===== src/rtl/core/rsna_pkg.sv =====
// Shared types, constants and helper functions of the RDS station name assembler.
package rsna_pkg;

    // Name geometry and field widths.
    localparam int NAME_LEN  = 8;
    localparam int CHAR_W    = 8;
    localparam int SEG_W     = 2;
    localparam int GTYPE_W   = 4;
    localparam int NAME_W    = NAME_LEN * CHAR_W;

    // Stream payload widths, padded to whole bytes.
    localparam int S_TDATA_W = 24;
    localparam int S_TUSER_W = GTYPE_W;
    localparam int M_TDATA_W = 72;

    // Group type that carries the program service name.
    localparam logic [GTYPE_W-1:0] GROUP_TYPE_PS = 4'd0;

    // Character codes used by the name check.
    localparam logic [CHAR_W-1:0] CHAR_UPPER_A = 8'h41;
    localparam logic [CHAR_W-1:0] CHAR_UPPER_Z = 8'h5A;
    localparam logic [CHAR_W-1:0] CHAR_SPACE   = 8'h20;

    typedef logic [CHAR_W-1:0] char_t;

    // Write request from the top level to one lane.
    typedef struct packed {
        logic  wr;
        char_t chr;
    } lane_in_t;

    // Updated stable character of one lane and its check flag.
    typedef struct packed {
        char_t chr;
        logic  ok;
    } lane_out_t;

    // A character is displayable when it is a capital letter or a space.
    function automatic logic char_ok(input char_t c);
        return ((c >= CHAR_UPPER_A) && (c <= CHAR_UPPER_Z)) || (c == CHAR_SPACE);
    endfunction

endpackage


===== src/rtl/core/rsna_lane.sv =====
// One character position: pending and stable character with promote-on-match logic.
module rsna_lane (
    input  logic                aclk,
    input  logic                aresetn,
    input  rsna_pkg::lane_in_t  lane_in,
    output rsna_pkg::lane_out_t lane_out
);
    import rsna_pkg::*;

    char_t pending_reg, pending_next;
    char_t stable_reg, stable_next;
    logic  hit;

    // A received character equal to the pending one is promoted to stable;
    // otherwise it becomes the new pending character.
    always_comb begin
        hit          = lane_in.wr && (pending_reg == lane_in.chr);
        stable_next  = hit ? lane_in.chr : stable_reg;
        pending_next = (lane_in.wr && !hit) ? lane_in.chr : pending_reg;
    end

    // Both characters start out as zero.
    always_ff @(posedge aclk) begin
        if (!aresetn) begin
            pending_reg <= '0;
            stable_reg  <= '0;
        end else begin
            pending_reg <= pending_next;
            stable_reg  <= stable_next;
        end
    end

    // The merge stage sees the value this item leaves behind.
    assign lane_out.chr = stable_next;
    assign lane_out.ok  = char_ok(stable_next);

endmodule


===== src/rtl/core/rsna_merge.sv =====
// Merge stage: joins the lane characters into the name and holds the result item.
module rsna_merge (
    input  logic                        aclk,
    input  logic                        aresetn,
    input  logic                        load,
    input  logic [rsna_pkg::SEG_W-1:0]  seg,
    input  rsna_pkg::lane_out_t         lanes [rsna_pkg::NAME_LEN],
    input  logic                        m_tready,
    output logic                        m_tvalid,
    // Fields from bit 0 up: stable_name[63:0], name_ok[64], segment_done[66:65], zero pad.
    output logic [rsna_pkg::M_TDATA_W-1:0] m_tdata
);
    import rsna_pkg::*;

    logic [NAME_W-1:0] name_comb;
    logic              ok_comb;
    logic [NAME_W-1:0] name_reg;
    logic              ok_reg;
    logic [SEG_W-1:0]  seg_reg;
    logic              valid_reg, valid_next;

    // Character zero goes to the top byte; the name is fine only if every lane agrees.
    always_comb begin
        ok_comb = 1'b1;
        for (int i = 0; i < NAME_LEN; i++) begin
            name_comb[NAME_W-1-CHAR_W*i -: CHAR_W] = lanes[i].chr;
            ok_comb = ok_comb & lanes[i].ok;
        end
    end

    // Output register: a new item loads it, a taken item empties it.
    always_comb begin
        if (load) begin
            valid_next = 1'b1;
        end else if (m_tready) begin
            valid_next = 1'b0;
        end else begin
            valid_next = valid_reg;
        end
    end

    always_ff @(posedge aclk) begin
        if (!aresetn) begin
            valid_reg <= 1'b0;
        end else begin
            valid_reg <= valid_next;
        end
    end

    // Payload needs no reset.
    always_ff @(posedge aclk) begin
        if (load) begin
            name_reg <= name_comb;
            ok_reg   <= ok_comb;
            seg_reg  <= seg;
        end
    end

    assign m_tvalid = valid_reg;
    assign m_tdata  = {{(M_TDATA_W-NAME_W-1-SEG_W){1'b0}}, seg_reg, ok_reg, name_reg};

endmodule


===== src/rtl/core/rds_station_name_assembler.sv =====
// Top level of the RDS station name assembler: input decode, eight lanes and the merge stage.
//
//  Channel | Direction | Ports                              | Item
//  s_      | in        | s_tvalid s_tready s_tdata s_tuser  | one decoded RDS group
//  m_      | out       | m_tvalid m_tready m_tdata          | stable name after a type-0 group
//
// For a type-0 group the lanes update and the merge register loads at the accepting
// edge, so the result shows in the cycle after acceptance; a new item can be accepted
// every cycle while the output is not stalled. Synchronous active-low reset clears all
// pending and stable characters and empties the output register. Input is accepted
// whenever the output register is empty or is being taken in the same cycle; a stalled
// result holds the input off. Groups of other types are accepted and dropped.
module rds_station_name_assembler (
    input  logic                           aclk,
    input  logic                           aresetn,
    input  logic                           s_tvalid,
    output logic                           s_tready,
    // Fields from bit 0 up: segment_address[1:0], first_char[9:2], second_char[17:10],
    // zero pad.
    input  logic [rsna_pkg::S_TDATA_W-1:0] s_tdata,
    // Fields from bit 0 up: group_type[3:0].
    input  logic [rsna_pkg::S_TUSER_W-1:0] s_tuser,
    output logic                           m_tvalid,
    input  logic                           m_tready,
    // Fields from bit 0 up: stable_name[63:0], name_ok[64], segment_done[66:65], zero pad.
    output logic [rsna_pkg::M_TDATA_W-1:0] m_tdata
);
    import rsna_pkg::*;

    logic             accept;
    logic             use_group;
    logic [SEG_W-1:0] seg;
    char_t            first_char;
    char_t            second_char;
    lane_in_t         lane_in  [NAME_LEN];
    lane_out_t        lane_out [NAME_LEN];

    // Input decode.
    assign s_tready    = !m_tvalid || m_tready;
    assign accept      = s_tvalid && s_tready;
    assign use_group   = accept && (s_tuser == GROUP_TYPE_PS);
    assign seg         = s_tdata[SEG_W-1:0];
    assign first_char  = s_tdata[SEG_W+CHAR_W-1:SEG_W];
    assign second_char = s_tdata[SEG_W+2*CHAR_W-1:SEG_W+CHAR_W];

    // One lane per character position; a segment addresses an even/odd pair.
    for (genvar i = 0; i < NAME_LEN; i++) begin : g_lane
        assign lane_in[i].wr  = use_group && (seg == SEG_W'(i / 2));
        assign lane_in[i].chr = (i % 2 == 0) ? first_char : second_char;

        rsna_lane u_lane (
            .aclk     (aclk),
            .aresetn  (aresetn),
            .lane_in  (lane_in[i]),
            .lane_out (lane_out[i])
        );
    end

    rsna_merge u_merge (
        .aclk     (aclk),
        .aresetn  (aresetn),
        .load     (use_group),
        .seg      (seg),
        .lanes    (lane_out),
        .m_tready (m_tready),
        .m_tvalid (m_tvalid),
        .m_tdata  (m_tdata)
    );

`ifndef SYNTHESIS
    // A used group shows up as a result carrying its segment address.
    a_used_gives_result: assert property (@(posedge aclk) disable iff (!aresetn)
        use_group |=> (m_tvalid && (m_tdata[NAME_W+SEG_W:NAME_W+1] == $past(seg))))
        else $error("used group did not produce its result");

    // A dropped group never creates a result out of an empty output register.
    a_dropped_no_result: assert property (@(posedge aclk) disable iff (!aresetn)
        (!m_tvalid && !use_group) |=> !m_tvalid)
        else $error("result appeared without a used group");

    // The name flag agrees with the characters it summarizes.
    a_name_ok_matches: assert property (@(posedge aclk) disable iff (!aresetn)
        m_tvalid |-> (m_tdata[NAME_W] == (char_ok(m_tdata[63:56]) && char_ok(m_tdata[55:48])
            && char_ok(m_tdata[47:40]) && char_ok(m_tdata[39:32])
            && char_ok(m_tdata[31:24]) && char_ok(m_tdata[23:16])
            && char_ok(m_tdata[15:8]) && char_ok(m_tdata[7:0]))))
        else $error("name_ok disagrees with stable name");

    // Only the lanes of the addressed segment may be written.
    a_lane_pair_only: assert property (@(posedge aclk) disable iff (!aresetn)
        $countones({lane_in[7].wr, lane_in[6].wr, lane_in[5].wr, lane_in[4].wr,
                    lane_in[3].wr, lane_in[2].wr, lane_in[1].wr, lane_in[0].wr})
            == (use_group ? 2 : 0))
        else $error("wrong number of lanes written");
`endif

endmodule

===== config.mk =====
export PLATFORM = sky130hd
export DESIGN_NAME = rds_station_name_assembler
export DESIGN_NICKNAME = d
export VERILOG_FILES = /design/src/rtl/core/rsna_pkg.sv /design/src/rtl/core/rsna_lane.sv /design/src/rtl/core/rsna_merge.sv /design/src/rtl/core/rds_station_name_assembler.sv
export SDC_FILE = /design/constraint.sdc
export NUM_CORES = 1
export LEC_CHECK = 0
export BUFFER_PORTS_ARGS = -buffer_cell sky130_fd_sc_hd__buf_2
export CORE_MARGIN = 2
export CORE_UTILIZATION = 33
export CTS_CLUSTER_DIAMETER = 120
export DETAILED_ROUTE_END_ITERATION = 8
export PLACE_DENSITY_LB_ADDON = 0.3
export SLEW_MARGIN = 20
export SYNTH_ARGS = -nofsm -noshare
export SYNTH_HDL_FRONTEND = slang
export SYNTH_SLANG_ARGS = --single-unit
export TNS_END_PERCENT = 100

===== constraint.sdc =====
create_clock -name aclk -period 4.55 [get_ports aclk]
set_input_delay 0.455 -clock aclk [delete_from_list [all_inputs] [get_ports aclk]]
set_output_delay 0.455 -clock aclk [all_outputs]
set_load 0.01 [all_outputs]

=== Word level (Yosys, flattened, before mapping) ===
Index checks and enable logic that the tools add are counted.
Widths: inputs -> output; s select.

* Register bits: 196
* Latch bits: 0
* Bits in writable memories: 0
* Memory bits (read-only): 0
* Input port bits: 32
* Output and inout bits: 74
* Logic and storage cells: 123
* Memories: 0

* $add $sub $neg: 0
* Multiply operators: 0
* Div/mod/pow operators: 0
* Magnitude comparators: 16
* Equal/unequal tests: 19
* Shift operators: 0
* Muxes and demuxes: 10
* Bitwise operators: 7
* Reductions and logical operators: 51

{| class="wikitable"
|+ Operators by type and width
! cell !! number
|-
| $eq 8x6->1 const B || 8
|-
| $eq 8x8->1 || 8
|-
| $ge 8x7->1 const B || 8
|-
| $le 8x7->1 const B || 8
|-
| $mux 8 || 8
|-
| $logic_and 1x1->1 || 30
|-
| $logic_not 1->1 || 9
|-
| $logic_or 1x1->1 || 9
|-
| $and 1x1->1 || 7
|-
| $eq 2x2->1 const B || 2
|-
| $logic_not 4->1 || 1
|-
| $eq 2x1->1 const B || 1
|-
| $logic_not 2->1 || 1
|-
| $mux 1 || 2
|-
| $reduce_bool 2->1 || 1
|}

=== Longest topological paths before layout ===
* Word-level depth: 17
* Depth in mapped cells: 9
* Gate-level depth less buffers: 7

=== Cells and area by module ===
A second synthesis with hierarchy kept.

* Cell total of the unflattened synthesis: 892
* Area, all modules: 9601.7 sq um

{| class="wikitable"
|+ Modules (own cells, without submodules)
! module !! instances !! cells an instance !! area an instance (sq um) !! sequential area each (sq um)
|-
| rsna_lane || 8 || 100 || 922.1 || 320.3
|-
| rsna_merge || 1 || 80 || 2118.3 || 2031.9
|-
| rds_station_name_assembler || 1 || 12 || 106.4 || 0.0
|}

=== Worst setup path after synthesis ===
No wires, ideal clock.

* Kind: input -> register
* Start: input port s_tuser[1] (netlist name)
* End: register u_merge.ok_reg, data pin
* Library setup time: 0.190 ns
* Arrival time: 4.461 ns
* Required time: 4.360 ns
* Setup slack: -0.101 ns
* Stages: 7
* Path through: or4b_4 nor3_4 nand4_4 mux2_4 a2111oi_4 nand4_1 a2111oi_2

{| class="wikitable"
|+ RTL lines
! element !! line !! text
|-
| from (decl) || rds_station_name_assembler.sv:22 || <nowiki>input logic [rsna_pkg::S_TUSER_W-1:0] s_tuser,</nowiki>
|-
| to (signal assigned) || rsna_merge.sv:54 || <nowiki>ok_reg <= ok_comb;</nowiki>
|-
| to (decl) || rsna_merge.sv:18 || <nowiki>logic ok_reg;</nowiki>
|}

==> summary.md <==
| Metric | Value |
|---|---|
| Outcome | `complete, no violations` |
| Clock skew | `0.0148 ns` |
| Final critical-path required period | `just over 3 ns` |
| Buffers & Inverters on Critical Path | `1` |
| Post-DRT Antenna Nets | `0` |
| Clock buffer depth | `2` |
| Internal power | `2.65 mW` |
| Clock latency at the later pin of the worst-skew pair | `roughly 0.44 ns` |
| Crit-path max cell delay | `0.59 ns` |
| Met3 GRT Util | `2.94%` |
| Psw | `814 µW` |
| CP Max Fanout | `13` |
| Fmax achieved | `approximately 320 MHz` |
| Most used DFF post-synth | `dfxtp_1` |
| Critical-path top delay cell | `or4b_4` |
| Switch share | `23.5%` |
| Hold Path Stages | `1` |
| Final #Nets | `864` |
| RSZ-0062 raised after global routing | `no` |
| Remaining routing DRC violations | `0` |
| Die W | `166 µm` |
| R2R setup slack | `about 1.6 ns` |
| Slew of the pin with the lowest slew margin | `0.918 ns` |
| Pre-antenna DRT Iters | `4` |
| Clock transition at path regs | `0.08 ns` |
| DPL Wire Length | `12.2 mm` |
| Startpoint types | `input pin` |
| DR vias | `5535` |
| Ant diodes | `0` |
| Drt first-iter violations | `272` |
| Max_slew headroom | `38.8%` |
| Met1 Use GR | `18.1%` |
| Worst reg2reg path endpoint | `u_merge.ok_reg$_DFFE_PP_` |
| Leakage Power | `~4 nW` |
| Post-Syn Instances | `about 770` |
| Worst EP arrival | `3.33 ns` |
| Root Driver | `clkbuf_16` |
| Avg WL per Cell | `15.8 µm` |
| Max-cap violations | `0` |
| Worst Hold Class | `in -> reg` |
| Worst r2r src | `u_merge.m_tvalid$_SDFFE_PN0P_` |
| Largest net degree at the start of global routing | `slightly above 70` |
| Total number of yosys warnings | `0` |
| Final hold viol count | `0` |
| HP Start | `s_tdata[0]` |
| CP Launch Point | `s_tuser[3]` |
| WS Path Type | `in -> reg` |
| Final Max Tran Viols | `0` |
| DIE AREA | `27400 µm²` |
| Final setup vio count | `0` |
| Die H | `around 170 µm` |
| VDD IR-drop max | `approximately 0.2 mV` |
| Clock Power Share | `43.4%` |
| GRT Util Overall | `between 10 and 15%` |
| Pwr Density | `about 350 nW/µm²` |
| Mapped Area | `8620 µm²` |
| Final Routed Wirelength | `about 19 mm` |
| Final Non-Filler Cells | `1180` |
| Initial Util | `between 30 and 40%` |
| First-pass GRT wire length | `~29 mm` |
| Top-level I/O count | `106` |
| IO Port Bufs | `94` |
| Vias in the first global route | `5258` |
| Hold worst-path end | `u_merge.seg_reg[0]$_DFFE_PP_` |
| FF-to-FF path depth | `7` |
| Period utilization | `67.9%` |
| Cell total after placement | `about 1100` |
| Core Box Area | `roughly 26000 µm²` |
| Number of synthesized flops with an enable pin | `67` |
| # Post-CTS Setup Buffers | `0` |
| Stages on worst setup path | `8` |
| Critical path endpoint category | `flip-flop` |
| Layout cells sized above 1 | `a little under a quarter` |
| Synth-to-layout area growth | `15.0%` |
| Vias per Instance | `roughly 4.7` |
| FFs w/ async S/R, synth | `0%` |
| Met2 Use GR | `approximately 22%` |
| CTS tree | `built` |
| Avg Cell Area, Syn | `between 10 and 15 µm²` |
| Crit path top cell by count | `nor4_4` |
| GP Congestion | `0.739` |
| Critical Path RT | `4.79 ns` |
| Overflow after GRT | `0` |
| Htree depth | `4` |
| Top Usage Layer GRT | `met2` |
| TritonCTS Buffers | `17` |
| Clock Sink Count | `around 200` |
| Sequential area share after synthesis | `53.3%` |
| Crit-path leading delay family | `simple AND/OR/NAND/NOR gates` |
| Fillers | `2602` |
| Setup TNS | `0 ns` |
| Initial antenna violation count | `0` |
| CP cell instances | `buf_2 > or4b_4 > nor4_4 > nand3_1 > mux2_2 > nor4_4 > nand4_1 > a2111oi_2` |
| Synth unique cells | `54` |
| Number of synthesized register bits | `196` |
| Logic pwr share | `under 10%` |
| # resized after CTS | `0` |
| Core Rows | `59` |
| Sequential share of power | `around 52%` |
| CTS Hold Bufs | `0` |
==> layout by cell type, fill, tap and decap left out, types with 4 or more instances in the layout <==
master       n
nor2_1      17
nor4_1      17
nand3_1     17
nand2b_1     7
xnor2_1      8
inv_1       11
xor2_1      56
nor2b_1     66
buf_2       94
dfxtp_1    129
mux2_2      49
nand2_1     43
nand4_1      5
edfxtp_1    67
a21oi_1     16
clkbuf_16   17
conb_1       5
nor3_1       9
mux2i_1     62
o21ai_0     19
and2_1      59
or4_1        5
a21boi_0     4
buf_4        5
==> per-layer routing <==
layer / share of wire, % / vias to the layer above
met5: 0 / -
met4: 1.2 / 0
met3: 3.9 / 19
met2: 47 / 98
met1: 48 / 2640
li1: - / 2778
==> cell usage after synthesis, types with 8 or more instances <==
cell / instances / area, µm²
nand3_1: 17 / 85.1
dfxtp_1: 129 / 2580
edfxtp_1: 67 / 2010
nor4_1: 17 / 106
clkbuf_1: 48 / 180
nor2b_1: 66 / 413
xor2_1: 56 / 490
nor2_1: 17 / 63.8
inv_1: 11 / 41.3
mux2_2: 49 / 552
xnor2_1: 8 / 70.1
and2_1: 59 / 369
a21oi_1: 16 / 80.1
nand2_1: 43 / 161
mux2i_1: 62 / 621
o21ai_0: 19 / 95.1
nor3_1: 9 / 45.0
==> worst max-delay path by stage <==
stage                                           to  slack (ns)
after global placement    u_merge.ok_reg$_DFFE_PP_        1.00
final                     u_merge.ok_reg$_DFFE_PP_        1.46
after detailed placement  u_merge.ok_reg$_DFFE_PP_        1.01
after global routing      u_merge.ok_reg$_DFFE_PP_        1.26
after floorplan           u_merge.ok_reg$_DFFE_PP_        0.06
after CTS                 u_merge.ok_reg$_DFFE_PP_        1.43
==> cell type report <==
cell class / count / area (µm²) / area share [%]
Inverter: 11 / 41.3 / 0.416
Multi-Input combinational cell: 507 / 3760 / 38.0
Sequential cell: 196 / 4590 / 46.3
Tap cell: 335 / 419 / 4.23
Clock buffer: 20 / 447 / 4.50
Timing Repair Buffer: 99 / 508 / 5.12
Clock inverter: 12 / 143 / 1.44
==> power by group through the flow <==
stage	Clock (mW)	Sequential (mW)	Combinational [mW]
finish	1.50	1.81	0.148
global route	1.62	1.81	0.161
CTS	1.55	1.81	0.151
detailed placement	0	1.85	0.150
global placement	0	1.85	0.151
floorplan	0	1.86	0.0982
==> cell families after synthesis <==
| kind of cell | Yosys count | share of synthesized area, % |
|---|---|---|
| AOI/OAI and AO/OA | 65 | 5.18 |
| DFF | 196 | 53.3 |
| other | 1 | 0.0435 |
| muxes | 112 | 13.8 |
| and+or+nand+nor | 261 | 18.0 |
| buffers and inverters | 67 | 3.21 |
| xor gates and xnor gates | 64 | 6.50 |
==> per-stage QoR <==
step	worst slack, ns	hold WS [ns]	power (mW)	util, %	cell area (µm²)
final	1.46	0.256	3.47	38.4	9920
after global routing	1.26	0.252	3.60	38.4	9920
after CTS	1.43	0.241	3.51	38.4	9920
after detailed placement	1.01	0.475	2.00	36.1	9330
after global placement	1.00	0.468	2.01	36.1	9330
after floorplan	0.0631	0.456	1.96	-	8630
No activity file was read; power rests on OpenSTA's default activity.
